### src/hw/rtl/hds_pkg.sv
// Package for the heat diffusion stencil: value widths, configuration
// defaults and the reciprocal used for the divide-by-five.
// No dependencies.
package hds_pkg;

    localparam int FRACTION_BITS = 16;
    localparam int VAL_W         = FRACTION_BITS + 1;   // unsigned Q1.16
    localparam int SUM_W         = VAL_W + 3;           // five values plus rounding
    localparam int CFG_W         = 6;                   // grid_side register width

    localparam int GRID_SIDE_DEF   = 32;
    localparam int GRID_SIDE_RESET = 32;
    localparam int SIDE_MIN        = 2;

    // floor(x / 5) == (x * RECIP5) >> RECIP_SHIFT for every x below 2**SUM_W
    localparam int RECIP_SHIFT = SUM_W + 2;
    localparam int RECIP_W     = SUM_W;
    localparam logic [RECIP_W-1:0] RECIP5 = RECIP_W'((1 << RECIP_SHIFT) / 5 + 1);

    localparam logic [SUM_W-1:0] ROUND_BIAS = SUM_W'(2);

endpackage

### src/hw/rtl/hds_if.sv
// Stream interfaces for the heat diffusion stencil: grid cells in,
// updated cells out. Depends on hds_pkg.
interface hds_in_if
    import hds_pkg::*;
();
    logic             valid;
    logic             ready;
    logic [VAL_W-1:0] cell_value;

    modport source (output valid, output cell_value, input ready);
    modport sink   (input valid, input cell_value, output ready);
endinterface

interface hds_out_if
    import hds_pkg::*;
();
    logic             valid;
    logic             ready;
    logic [VAL_W-1:0] new_value;
    logic             last_of_grid;

    modport source (output valid, output new_value, output last_of_grid, input ready);
    modport sink   (input valid, input new_value, input last_of_grid, output ready);
endinterface

### src/hw/rtl/heat_diffusion_stencil_step.sv
// Heat diffusion stencil, top level: one Jacobi step of a 5-point stencil.
// Depends on hds_pkg, hds_if, hds_line, hds_cell, hds_div5.
//
// Grid cells arrive row-major as unsigned Q1.16 beats on grid_stream; each
// updated cell is (up + down + left + right + centre + 2) / 5, an edge
// neighbour being replaced by the centre. The cell at row r >= 1 releases the
// updated cell of row r-1 in the same column; row 0 releases nothing. After
// the last cell of the grid the block flushes the last row: it holds
// grid_stream.ready low and emits n beats, the final one flagged with
// last_of_grid. Throughput is one cell per clock while update_stream takes
// beats and no flush is under way; a result beat passes through the sum
// register and then the result register. Two chains of GRID_SIDE cells hold
// the previous two rows, each shifting once per cell; writing grid_side
// (clamped to 2..GRID_SIDE) restarts the pass at row 0, column 0. Write it
// only while the block is idle.
module heat_diffusion_stencil_step
    import hds_pkg::*;
#(
    parameter int GRID_SIDE = GRID_SIDE_DEF
)
(
    input  logic             clk,
    input  logic             rst_n,
    input  logic             cfg_wr_en,
    input  logic [CFG_W-1:0] cfg_wr_data,
    hds_in_if.sink           grid_stream,
    hds_out_if.source        update_stream
);

    localparam int IDX_W = $clog2(GRID_SIDE);
    localparam int N_W   = $clog2(GRID_SIDE + 1);
    localparam int SIDE_RST = (GRID_SIDE_RESET < GRID_SIDE) ? GRID_SIDE_RESET : GRID_SIDE;

    // control state
    logic [N_W-1:0]   side_reg;
    logic [IDX_W-1:0] row_reg, row_next;
    logic [IDX_W-1:0] col_reg, col_next;
    logic             flush_reg, flush_next;
    logic             s1_valid_reg, s1_valid_next;
    logic             out_valid_reg;

    // payload
    logic [SUM_W-1:0] sum_reg;
    logic             s1_last_reg;
    logic [VAL_W-1:0] left_reg;

    logic [IDX_W-1:0] side_m1;
    logic             out_adv, step_ok, in_acc, step;
    logic [VAL_W-1:0] a_tail, a_next, b_tail;
    logic [VAL_W-1:0] ctr, up, dn, lf, rt;
    logic             col_last, row_last, emit, last_flag;
    logic [SUM_W-1:0] sum;

    assign side_m1 = IDX_W'(side_reg - N_W'(1));
    assign col_last = (col_reg == side_m1);
    assign row_last = (row_reg == side_m1);

    // handshake: the result register parts the two sides
    assign out_adv = !out_valid_reg || update_stream.ready;
    assign step_ok = !s1_valid_reg || out_adv;
    assign grid_stream.ready = step_ok && !flush_reg;
    assign in_acc  = grid_stream.valid && grid_stream.ready;
    assign step    = in_acc || (flush_reg && step_ok);

    // row r-1 and row r-2, each n shifts deep
    hds_line #(.DEPTH (GRID_SIDE)) u_line_a (
        .clk       (clk),
        .shift_en  (step),
        .entry_idx (side_m1),
        .din       (grid_stream.cell_value),
        .tail      (a_tail),
        .tail_next (a_next)
    );

    hds_line #(.DEPTH (GRID_SIDE)) u_line_b (
        .clk       (clk),
        .shift_en  (step),
        .entry_idx (side_m1),
        .din       (a_tail),
        .tail      (b_tail),
        .tail_next ()
    );

    // stencil taps; in flush the missing row below is replaced by the centre
    always_comb
    begin
        ctr = a_tail;
        up  = (!flush_reg && row_reg == IDX_W'(1)) ? ctr : b_tail;
        dn  = flush_reg ? ctr : grid_stream.cell_value;
        lf  = (col_reg == '0) ? ctr : left_reg;
        rt  = col_last ? ctr : a_next;
        sum = SUM_W'(up) + SUM_W'(dn) + SUM_W'(lf) + SUM_W'(rt) + SUM_W'(ctr)
              + ROUND_BIAS;
        emit      = flush_reg || (row_reg != '0);
        last_flag = flush_reg && col_last;
    end

    // position walk: advance column, then row; enter flush after the last cell
    always_comb
    begin
        row_next   = row_reg;
        col_next   = col_reg;
        flush_next = flush_reg;
        if (step)
        begin
            if (!col_last)
            begin
                col_next = col_reg + IDX_W'(1);
            end
            else
            begin
                col_next = '0;
                if (flush_reg)
                begin
                    flush_next = 1'b0;
                    row_next   = '0;
                end
                else if (row_last)
                begin
                    flush_next = 1'b1;
                end
                else
                begin
                    row_next = row_reg + IDX_W'(1);
                end
            end
        end
    end

    always_comb
    begin
        if (step)
        begin
            s1_valid_next = emit;
        end
        else if (out_adv)
        begin
            s1_valid_next = 1'b0;
        end
        else
        begin
            s1_valid_next = s1_valid_reg;
        end
    end

    always_ff @(posedge clk or negedge rst_n)
    begin
        if (!rst_n)
        begin
            side_reg      <= N_W'(SIDE_RST);
            row_reg       <= '0;
            col_reg       <= '0;
            flush_reg     <= 1'b0;
            s1_valid_reg  <= 1'b0;
            out_valid_reg <= 1'b0;
        end
        else
        begin
            s1_valid_reg <= s1_valid_next;
            if (out_adv)
            begin
                out_valid_reg <= s1_valid_reg;
            end
            if (cfg_wr_en)
            begin
                // clamp and restart the pass
                if (cfg_wr_data < CFG_W'(SIDE_MIN))
                begin
                    side_reg <= N_W'(SIDE_MIN);
                end
                else if (cfg_wr_data > CFG_W'(GRID_SIDE))
                begin
                    side_reg <= N_W'(GRID_SIDE);
                end
                else
                begin
                    side_reg <= N_W'(cfg_wr_data);
                end
                row_reg   <= '0;
                col_reg   <= '0;
                flush_reg <= 1'b0;
            end
            else
            begin
                row_reg   <= row_next;
                col_reg   <= col_next;
                flush_reg <= flush_next;
            end
        end
    end

    // hold the sum for the divider, and the centre as the next cell's left neighbour
    always_ff @(posedge clk)
    begin
        if (step)
        begin
            sum_reg     <= sum;
            s1_last_reg <= last_flag;
            left_reg    <= a_tail;
        end
    end

    hds_div5 u_div5 (
        .clk      (clk),
        .load     (out_adv && s1_valid_reg),
        .sum      (sum_reg),
        .last_in  (s1_last_reg),
        .quotient (update_stream.new_value),
        .last_out (update_stream.last_of_grid)
    );

    assign update_stream.valid = out_valid_reg;

`ifndef SYNTHESIS
    a_flush_blocks_input: assert property (@(posedge clk) disable iff (!rst_n)
        flush_reg |-> !grid_stream.ready)
        else $error("input beat offered ready during flush");

    a_row0_silent: assert property (@(posedge clk) disable iff (!rst_n)
        (in_acc && row_reg == '0) |=> !s1_valid_reg)
        else $error("row 0 cell produced a result");

    a_flush_end_wraps: assert property (@(posedge clk) disable iff (!rst_n)
        (step && flush_reg && col_last) |=> (!flush_reg && row_reg == '0 && col_reg == '0))
        else $error("flush did not wrap to the grid origin");

    a_s1_hold: assert property (@(posedge clk) disable iff (!rst_n)
        (s1_valid_reg && !out_adv) |=> (s1_valid_reg && $stable(sum_reg)))
        else $error("stalled sum stage lost its beat");
`endif

endmodule

### src/hw/rtl/hds_cell.sv
// One cell of a row line: holds a single grid value.
// Depends on hds_pkg.
module hds_cell
    import hds_pkg::*;
(
    input  logic             clk,
    input  logic             shift_en,
    input  logic             is_entry,
    input  logic [VAL_W-1:0] inject,
    input  logic [VAL_W-1:0] from_nbr,
    output logic [VAL_W-1:0] value
);

    logic [VAL_W-1:0] value_reg;

    // take the new value at the entry point, else the upstream neighbour
    always_ff @(posedge clk)
    begin
        if (shift_en)
        begin
            value_reg <= is_entry ? inject : from_nbr;
        end
    end

    assign value = value_reg;

endmodule

### src/hw/rtl/hds_line.sv
// Row line: a chain of hds_cell that delays values by exactly n shifts,
// with the entry point chosen by the grid side. Depends on hds_pkg, hds_cell.
module hds_line
    import hds_pkg::*;
#(
    parameter  int DEPTH = GRID_SIDE_DEF,
    localparam int IDX_W = $clog2(DEPTH)
)
(
    input  logic             clk,
    input  logic             shift_en,
    input  logic [IDX_W-1:0] entry_idx,
    input  logic [VAL_W-1:0] din,
    output logic [VAL_W-1:0] tail,
    output logic [VAL_W-1:0] tail_next
);

    logic [VAL_W-1:0] q [DEPTH];

    for (genvar k = 0; k < DEPTH; k++)
    begin : g_cell
        logic [VAL_W-1:0] nbr;

        if (k == DEPTH - 1)
        begin : g_top
            assign nbr = din;
        end
        else
        begin : g_mid
            assign nbr = q[k+1];
        end

        hds_cell u_cell (
            .clk      (clk),
            .shift_en (shift_en),
            .is_entry (entry_idx == IDX_W'(k)),
            .inject   (din),
            .from_nbr (nbr),
            .value    (q[k])
        );
    end

    assign tail      = q[0];
    assign tail_next = q[1];

endmodule

### src/hw/rtl/hds_div5.sv
// Divide-by-five output stage: reciprocal multiply into the result register.
// Depends on hds_pkg.
module hds_div5
    import hds_pkg::*;
(
    input  logic             clk,
    input  logic             load,
    input  logic [SUM_W-1:0] sum,
    input  logic             last_in,
    output logic [VAL_W-1:0] quotient,
    output logic             last_out
);

    logic [SUM_W+RECIP_W-1:0] prod;
    logic [VAL_W-1:0]         quot_reg;
    logic                     last_reg;

    assign prod = (SUM_W+RECIP_W)'(sum) * (SUM_W+RECIP_W)'(RECIP5);

    always_ff @(posedge clk)
    begin
        if (load)
        begin
            quot_reg <= prod[RECIP_SHIFT +: VAL_W];
            last_reg <= last_in;
        end
    end

    assign quotient = quot_reg;
    assign last_out = last_reg;

endmodule
### src/flat_wrapper.sv
// flat-port wrapper written by rule: the top's interface ports become plain ports
module heat_diffusion_stencil_step_flat import hds_pkg::*;
#(
    parameter int GRID_SIDE = GRID_SIDE_DEF
)
  (clk, rst_n, cfg_wr_en, cfg_wr_data, grid_stream_valid, grid_stream_cell_value, grid_stream_ready, update_stream_valid, update_stream_new_value, update_stream_last_of_grid, update_stream_ready);
  hds_in_if grid_stream_i ();
  hds_out_if update_stream_i ();
  input  logic clk;
  input  logic rst_n;
  input  logic cfg_wr_en;
  input  logic [CFG_W-1:0] cfg_wr_data;
  input wire logic [$bits(grid_stream_i.valid)-1:0] grid_stream_valid;
  input wire logic [$bits(grid_stream_i.cell_value)-1:0] grid_stream_cell_value;
  output wire logic [$bits(grid_stream_i.ready)-1:0] grid_stream_ready;
  output wire logic [$bits(update_stream_i.valid)-1:0] update_stream_valid;
  output wire logic [$bits(update_stream_i.new_value)-1:0] update_stream_new_value;
  output wire logic [$bits(update_stream_i.last_of_grid)-1:0] update_stream_last_of_grid;
  input wire logic [$bits(update_stream_i.ready)-1:0] update_stream_ready;
  assign grid_stream_i.valid = grid_stream_valid;
  assign grid_stream_i.cell_value = grid_stream_cell_value;
  assign grid_stream_ready = grid_stream_i.ready;
  assign update_stream_valid = update_stream_i.valid;
  assign update_stream_new_value = update_stream_i.new_value;
  assign update_stream_last_of_grid = update_stream_i.last_of_grid;
  assign update_stream_i.ready = update_stream_ready;
  heat_diffusion_stencil_step #(.GRID_SIDE(GRID_SIDE)) u_core (.clk(clk), .rst_n(rst_n), .cfg_wr_en(cfg_wr_en), .cfg_wr_data(cfg_wr_data), .grid_stream(grid_stream_i), .update_stream(update_stream_i));
endmodule
### config.mk
export PLATFORM = sky130hd
export DESIGN_NAME = heat_diffusion_stencil_step_flat
export DESIGN_NICKNAME = d
export VERILOG_FILES = /design/src/hw/rtl/hds_pkg.sv /design/src/hw/rtl/hds_if.sv /design/src/hw/rtl/heat_diffusion_stencil_step.sv /design/src/hw/rtl/hds_cell.sv /design/src/hw/rtl/hds_line.sv /design/src/hw/rtl/hds_div5.sv /design/src/flat_wrapper.sv
export SDC_FILE = /design/constraint.sdc
export NUM_CORES = 2
export LEC_CHECK = 0
export BUFFER_PORTS_ARGS = -buffer_cell sky130_fd_sc_hd__clkbuf_2
export CAP_MARGIN = 20
export CELL_PAD_IN_SITES_DETAIL_PLACEMENT = 1
export CELL_PAD_IN_SITES_GLOBAL_PLACEMENT = 1
export CORE_ASPECT_RATIO = 0.5
export CORE_UTILIZATION = 45
export DETAILED_ROUTE_END_ITERATION = 10
export GPL_ROUTABILITY_DRIVEN = 0
export GPL_TIMING_DRIVEN = 0
export PLACE_DENSITY = 0.77
export SYNTH_ARGS = -nofsm -noshare
export SYNTH_HDL_FRONTEND = slang
export SYNTH_HIERARCHICAL = 1
export SYNTH_SLANG_ARGS = --single-unit
### constraint.sdc
create_clock -name clk -period 17.7 [get_ports clk]
set_clock_uncertainty 0.15 [all_clocks]
set_input_delay 2.655 -clock clk [delete_from_list [all_inputs] [get_ports clk]]
set_output_delay 2.655 -clock clk [all_outputs]
set_load 0.03 [all_outputs]
==> metrics.md <==
| Metric | Value |
|---|---|
| Critical-path cell list | `clkbuf_2 -> mux2_2 -> fa_1 -> fa_1 -> inv_1 -> fa_1 -> inv_1 -> ha_1 -> fa_1 -> a211oi_1 -> o21ai_1 -> a2111o_1 -> a31o_1 -> a21oi_1 -> xnor2_1` |
| Largest net degree at the start of global routing | `143` |
| Fin crit period | `7.154 ns` |
| Worst r2r src | `u_core/row_reg[4]` |
| Met1 Use GR | `24.39%` |
| Clock sink count | `1162` |
| CTS-repair resized insts | `0` |
| Fill cells | `12870` |
| Data required time at the worst endpoint | `17.98 ns` |
| Syn Nets | `4043` |
| Number of synthesized flops with an enable pin | `1144` |
| Reg2reg end | `u_core/sum_reg[15]` |
| RSZ-0062 raised after global routing | `no` |
| Fin area | `69560 sq um` |
| Final worst-path cycle share | `40.42%` |
| Type of the tightest min-delay check | `reg2reg` |
| H-tree lvl count | `3` |
| Multi-input gate area | `24760 sq um` |
| Max_cap viols | `0` |
| Reg area | `34800 sq um` |
| Core Area | `137700 sq um` |
| Vias in the first global route | `33760` |
| F_max | `139.8 MHz` |
| DIE HEIGHT | `265.9 microns` |
| Cell count after synthesis | `3613` |
| Type of origin of the critical path | `input port` |
| Worst hold path depth | `0` |
| Initial DRC count | `2151` |
| Final Non-Filler Cells | `5750` |
| Row cnt | `96` |
| HPWL after DPL | `83.54 mm` |
| Final hold violations | `0` |
| Vias per inst | `5.294` |
| Io pins | `48` |
| Critical path class | `in2reg` |
| Gr usage total | `17.74%` |
| Setup crit end kind | `flop` |
| Setup TNS | `0 ns` |
| Met2 usage | `29.89%` |
| Ant diodes | `0` |
| Crit path DAT | `7.43 ns` |
| CP Max Fanout | `34` |
| CTS Hold Bufs | `0` |
| Worst path max stage delay | `0.54 ns` |
| IO buf count | `46` |
| Drt drc | `0` |
| Layout cell share with drive strength beyond 1 | `38.79%` |
| R2R depth | `19` |
| Netlist cell types | `71` |
| Ys flop type | `edfxtp_1` |
| Area growth syn-to-layout | `11.00%` |
| Met3 Usage GRT | `2.518%` |
| Asr flop ratio synth | `1.549%` |
| Hold worst-path end | `u_core/u_div5/last_out` |
| Setup Buffers After CTS | `0` |
| Status | `completed` |
| Yosys reg bits | `1162` |
| Relative slew slack | `33.77%` |
| Average size of a mapped cell | `17.34 sq um` |
| Area post-placement | `65980 sq um` |
| Via count | `30440` |
| Final Util | `50.53%` |
| Hold_sp | `u_core/s1_last_reg` |
| Global-route wire length before repair | `196.3 mm` |
| Final Max Slew Viols | `0` |
| Synth warn | `6` |
| CTS tree | `yes` |
| Grt total ovfl | `0` |
| DRT Pass-1 Iters | `5` |
| Initial antenna violation count | `0` |
| Clock Tree Buf Depth | `3` |
| Overall die width | `529.7 microns` |
| DRT Wirelength | `124.6 mm` |
| Die ar. | `140800 sq um` |
| Initial Util | `45.52%` |
| R2R Setup Slk | `10.73 ns` |
| Nets | `4229` |
| Placed Cells | `5551` |
| Setup violation total in the final timing report | `0` |
| Slew @ Worst Pin | `0.9935 ns` |
| ANT nets after route | `0` |
| CTS Root Cell | `clkbuf_16` |
| Clk slew on worst S/H paths | `0.07 ns` |
| Synthesized area | `62660 sq um` |
| CP dominant cell by count | `fa_1` |
| Clk Latency, worst-skew pair | `0.74 ns` |
| Sequential share of the synthesized area | `55.54%` |
| WL/cell | `21.67 microns` |
| TritonCTS Buffers | `106` |
| Critical path's slowest cell | `fa_1` |
| Most used routing layer | `met2` |
## cell usage in the layout, fill, tap and decap left out, types with 35 or more instances in the layout
| master | synthesis | final |
|---|---|---|
| nand2_1 | 39 | 39 |
| edfxtp_1 | 1144 | 1144 |
| a21oi_1 | 47 | 47 |
| ha_1 | 221 | 221 |
| clkbuf_1 | 20 | 46 |
| buf_12 | 64 | 64 |
| mux2_4 | 640 | 640 |
| a21o_1 | 35 | 35 |
| clkbuf_16 | 0 | 106 |
| nor2_1 | 89 | 89 |
| buf_6 | 64 | 64 |
| mux2_2 | 477 | 477 |
| clkbuf_2 | 0 | 46 |
| inv_1 | 265 | 265 |
| fa_1 | 181 | 181 |
## layout make-up
class	instances	area share, %
clock inverter	65	1.113
inverter	266	1.446
sequential	1162	50.04
multi-input combinational	2031	35.59
buffer	154	3.027
tap	1862	3.349
timing repair buffer	78	1.482
clock buffer	132	3.954
## synthesized netlist by cell type (4+ instances only)
master,count,area (sq um)
edfxtp_1,1144,34350
mux2_4,640,9609
mux2_2,477,5371
inv_1,265,994.7
ha_1,221,2765
fa_1,181,3623
nor2_1,89,334.1
buf_12,64,1281
buf_6,64,720.7
a21oi_1,47,235.2
nand2_1,39,146.4
a21o_1,35,262.8
xor2_1,33,289.0
xnor2_1,32,280.3
mux2_1,21,236.5
o21ai_0,21,105.1
clkbuf_1,20,75.07
dfrtp_1,18,450.4
nand3_1,17,85.08
mux2i_1,16,160.2
and2_1,11,68.82
nand3b_1,11,82.58
nor3_1,11,55.05
and3_1,8,50.05
o21ai_1,8,40.04
or2_2,8,50.05
a211oi_1,7,52.55
nand2b_1,7,43.79
nand4_1,7,43.79
a31oi_1,6,37.54
nor2b_1,6,37.54
o211ai_1,6,45.04
or3b_4,6,67.56
buf_2,5,25.02
a211oi_2,4,50.05
and4_1,4,35.03
nor4_1,4,25.02
## critical path: cells and delay by family
kind	cells	cell delay, ns
buffers and inverters	3	0.52
muxes	1	0.47
AOI/OAI and AO/OA	5	1.46
adders and majority gates	5	2.18
xor gates and xnor gates	1	0.10
## routing by layer
metal / up-vias / wire length (microns)
met1: 16050 / 57680
li1: 13830 / -
met3: 141 / 3808
met4: 0 / 1954
met5: - / 0
met2: 421 / 61140
## worst max path at each step
stage / from / end / depth (start not counted)
6_report: grid_stream_cell_value[0] / u_core/sum_reg[15] / 15
4_1_cts: grid_stream_cell_value[0] / u_core/sum_reg[15] / 15
2_1_floorplan: update_stream_ready / u_core/row_reg[0] / 7
3_3_place_gp: update_stream_ready / u_core/row_reg[0] / 8
3_5_place_dp: grid_stream_cell_value[0] / u_core/sum_reg[15] / 15
5_1_grt: grid_stream_cell_value[0] / u_core/sum_reg[15] / 15
## cells by family after synthesis
family | after synthesis | synth area share [%]
muxes | 1154 | 24.54
and+or+nand+nor | 238 | 1.937
adders and majority gates | 402 | 10.20
AOI/OAI and AO/OA | 172 | 1.923
buffers and inverters | 420 | 4.954
DFF | 1162 | 55.54
xor gates and xnor gates | 65 | 0.9085
## through the flow
| stage | setup slack, ns | hold WS (ns) |
|---|---|---|
| after detailed placement | 9.928 | 0.2814 |
| after global routing | 10.30 | 0.2970 |
| after floorplan | 0.1265 | 0.2503 |
| final | 10.55 | 0.3016 |
| after global placement | -5.124 | 0.2613 |
| after CTS | 10.62 | 0.2984 |
Power is not shown: default switching activity piles up to over one toggle a cycle in this logic, so the estimate is an artifact.
